==> src/rtl/core/psd_ram.sv <==
// Generic simple dual-port RAM (one write port, one read port) with registered read
`timescale 1ns / 1ps
module psd_ram #(
    parameter int WIDTH = 8,
    parameter int DEPTH = 16
) (
    input  logic                     clk,
    input  logic                     we,
    input  logic [$clog2(DEPTH)-1:0] waddr,
    input  logic [WIDTH-1:0]         wdata,
    input  logic [$clog2(DEPTH)-1:0] raddr,
    output logic [WIDTH-1:0]         rdata
);
    logic [WIDTH-1:0] mem [DEPTH];

    always_ff @(posedge clk)
    begin
        if (we)
        begin
            mem[waddr] <= wdata;
        end
        rdata <= mem[raddr];
    end
endmodule

==> config.mk <==
export PLATFORM = sky130hd
export DESIGN_NAME = psd_ram
export DESIGN_NICKNAME = d
export VERILOG_FILES = /design/src/rtl/core/psd_ram.sv
export SDC_FILE = /design/constraint.sdc
export NUM_CORES = 1
export LEC_CHECK = 0
export ABC_CLOCK_PERIOD_IN_PS = 3320
export BUFFER_PORTS_ARGS = -buffer_cell sky130_fd_sc_hd__buf_2
export CORE_AREA = 2 2 125 127
export CTS_BUF_LIST = sky130_fd_sc_hd__clkbuf_16
export DETAILED_ROUTE_END_ITERATION = 16
export DIE_AREA = 0 0 127 129
export GPL_ROUTABILITY_DRIVEN = 0
export HOLD_SLACK_MARGIN = 0.03
export PLACE_DENSITY_LB_ADDON = 0.1
export SYNTH_ARGS = -nofsm -noshare
export SYNTH_HDL_FRONTEND = slang
export SYNTH_SLANG_ARGS = --single-unit
==> constraint.sdc <==
create_clock -name clk -period 3.32 [get_ports clk]
set_input_delay 0.664 -clock clk [delete_from_list [all_inputs] [get_ports clk]]
set_output_delay 0.664 -clock clk [all_outputs]
set_load 0.01 [all_outputs]
[After elaboration in Yosys (flattened, before gate mapping)]
Memories as Yosys holds them, arrays and structs flattened. A register that Yosys moved wholly into a read port is not among the register bits.
Cells that the tools add are included.
Cells by class
  multiplexer cells: 2
Operators by type and width (number)
  2-to-1 mux 1 bit: 2
Word-level totals
  output and inout bits: 8
  register bits: 0
  memories: 1
  bits in writable memories: 128
  word-level logic and storage cells: 3
  input bits: 18
Memory list
  mem: words 16, bits a word 8, read ports 1, clocked after memory_dff 1, write ports 1, RTL line 14  | logic [WIDTH-1:0] mem [DEPTH];

[Logic depth before layout (Yosys ltp)]
  word-level depth: 2
  mapped depth: 5
  mapped depth without buffers: 3

[Worst setup path after synthesis]
Ideal clock, no wire load.
  path kind: input to register
  from: in waddr[2]
  to: mem mem[0][0] (enable)
  stages: 2
  data arrival time: 1.774 ns
  library setup time: 0.383 ns
  slack: 1.163 ns
  data required time: 2.937 ns
  buffers on the path: 0
  path through: or3b_2 > nor3_1
RTL lines
  start: declaration: RTL line 9  | input logic [$clog2(DEPTH)-1:0] waddr,
  end: declaration: RTL line 14
Straight into the memory's write port.

==> flow_summary.json <==
{
  "powerDensity_nw_per_um2": 655,
  "core_area_sq_um": 15000,
  "total_power_mw": 4.03,
  "slowest_stage": "mux4_1",
  "stdcell_count": 475,
  "yosys.area.top_type_share_pct": 74.7,
  "cts_buffer_depth": 2,
  "grt_max_degree": 24,
  "cts_tree": "built",
  "reg2reg_to": "rdata[1]",
  "vdd_drop_max_mv": 0.340,
  "gr-total-overflow": 0,
  "first_pass_iters": 4,
  "path_class": "input port to flop",
  "path_cells": "buf_2 > buf_12 > mux4_1 > a22oi_1 > nand2_1",
  "wl_per_cell_um": 22.7,
  "status": "complete, no violations",
  "synth-seq-area-share_pct": 77.8,
  "synthTopCellsByArea": "edfxtp_1 (75%), mux4_2 (7.9%), mux4_1 (7.1%)",
  "final_common_cell": "edfxtp_1",
  "synth_cell_type_count": 19,
  "cts_root_buffer": "clkbuf_16",
  "syn_area_sq_um": 5150,
  "drt_wl_total_mm": 10.8,
  "max_slew_margin_pct": 40.1,
  "antenna_found_initial": 0,
  "timing.rr.start": "mem[1][1]",
  "post_cts_buffers": 0,
  "groute.usage.overall_pct": 14.7,
  "maxSlewViolCount": 0,
  "synth_seq_cells": 136,
  "die_area_sq_um": 16400,
  "path_clk_slew_ps": 60,
  "fin_setup_tns_ps": 0,
  "critPathCaptureType": "flop",
  "antennaDiodeCount": 0,
  "portBuffers": 25,
  "rsz0062_at_grt": "no",
  "num_rows": 45,
  "setup_viol": 0,
  "clk_latency_ps": 410,
  "startpoint": "raddr[0]",
  "syn_to_final_growth_pct": 19.5,
  "cp-endpoint": "rdata[4]",
  "crit_buf_inv": 2,
  "via_count": 2369,
  "layout.nets": 294,
  "vias_per_cell": 4.99,
  "power.leakage_nw": 2.05,
  "drive_gt1_share_pct": 29.6,
  "syn_avg_cell_area_sq_um": 22.5,
  "yosysWarningCount": 0,
  "ios": 26,
  "grt_pass1_vias": 2579,
  "min_period_ps": 1890,
  "grt_pass1_wl_mm": 16.6,
  "postSynthCellCount": 229,
  "crit_arrival_ps": 2180,
  "hp-class": "input port to flop",
  "postRouteAntennaNets": 0,
  "mostFrequentLayoutCells": "edfxtp_1 (128), buf_2 (25), mux4_2 (18)",
  "max-cap-violations": 0,
  "worst_slack_ps": 1430,
  "synth_nets": 247,
  "path_max_fanout": 23,
  "skew_ps": 3.97,
  "ff2ff_setup_slack_ps": 1930,
  "crit_required_ps": 3610,
  "worst_setup_path_start_kind": "input port",
  "slowest_delay_ps": 580,
  "drt_first_iter_violations": 228,
  "reg2reg_depth": 3,
  "hold_viol_final": 0,
  "tightest_slew_ps": 896,
  "die_h_um": 129,
  "dp_hpwl_mm": 6.71,
  "pre_cts_ws_ps": 950,
  "period_share_pct": 57.1,
  "synth_top_area_cell": "edfxtp_1",
  "drc": 0,
  "placedCellCount": 445,
  "start_util_pct": 34.4,
  "die_w_um": 127,
  "ctsResizeCount": 0,
  "htree_levels": 4,
  "crit_family": "buffers and inverters",
  "max_freq_mhz": 528,
  "cp.depth": 5,
  "ctsHoldBuffers": 0,
  "numCtsBuffers": 17,
  "hold_start": "wdata[6]",
  "cts_sinks": 136
}
## cell families (layout without fill, tap and decap cells)
family	count (synthesis)	after routing	share of synthesized area, %
AO/OA/AOI/OAI	16	16	2.33
buffers and inverters	10	68	1.68
flip-flops	136	136	77.8
multiplexers	32	32	15.0
AND/OR/NAND/NOR	35	35	3.18
## power by group
part	switching [mW]	internal [mW]
Sequential	0.0113	1.92
Clock	0.672	1.24
Combinational	0.106	0.0752
## flip-flops by register name, indices dropped and copies added (netlist names)
name / count
rdata: 8
mem: 128
## Yosys cell counts
| master | number |
|---|---|
| buf_4 | 1 |
| buf_6 | 3 |
| nand3b_1 | 2 |
| and2b_1 | 1 |
| nor2_1 | 13 |
| nand2_1 | 9 |
| dfxtp_1 | 8 |
| nor2b_1 | 1 |
| and2_1 | 1 |
| buf_2 | 3 |
| nand3_1 | 1 |
| mux4_2 | 18 |
| clkdlybuf4s25_2 | 3 |
| or3b_2 | 1 |
| edfxtp_1 | 128 |
| mux4_1 | 14 |
| nor3_1 | 4 |
| a22oi_1 | 16 |
| nand2b_1 | 2 |
## layer usage
metal  vias up  global-route usage (%)  routed length, um
li1       1064                       -                  -
met1      1240                    20.2               5070
met2        55                    22.4               5200
met3        10                    4.41                406
met4         0                    5.24                113
met5         -                       0                  0
## cell type report
cell class              count  area (sq um)
repair buffers             38           248
clock inverters            13           183
flip-flops and latches    136          4000
fillers                  1347          8820
clock buffers              17           425
multi-input cells          83          1060
well taps                 188           235
## through the flow
| stage | area [sq um] | util (%) | hold WS [ps] |
|---|---|---|---|
| after global placement | 5540 | 37.0 | 669 |
| after floorplan | 5150 | - | 629 |
| after CTS | 6150 | 41.1 | 634 |
| final | 6150 | 41.1 | 649 |
| after detailed placement | 5540 | 37.0 | 658 |
| after global routing | 6150 | 41.1 | 641 |
## how the worst min path moves through the flow
stage | to | slack [ps] | cells after the start
floorplan | rdata[0] | 630 | 3
global placement | rdata[5] | 670 | 3
detailed placement | rdata[7] | 660 | 3
CTS | mem[3][0] | 630 | 1
global route | mem[6][7] | 640 | 1
finish | mem[4][6] | 650 | 1
Power figures use the tool's default switching activity.
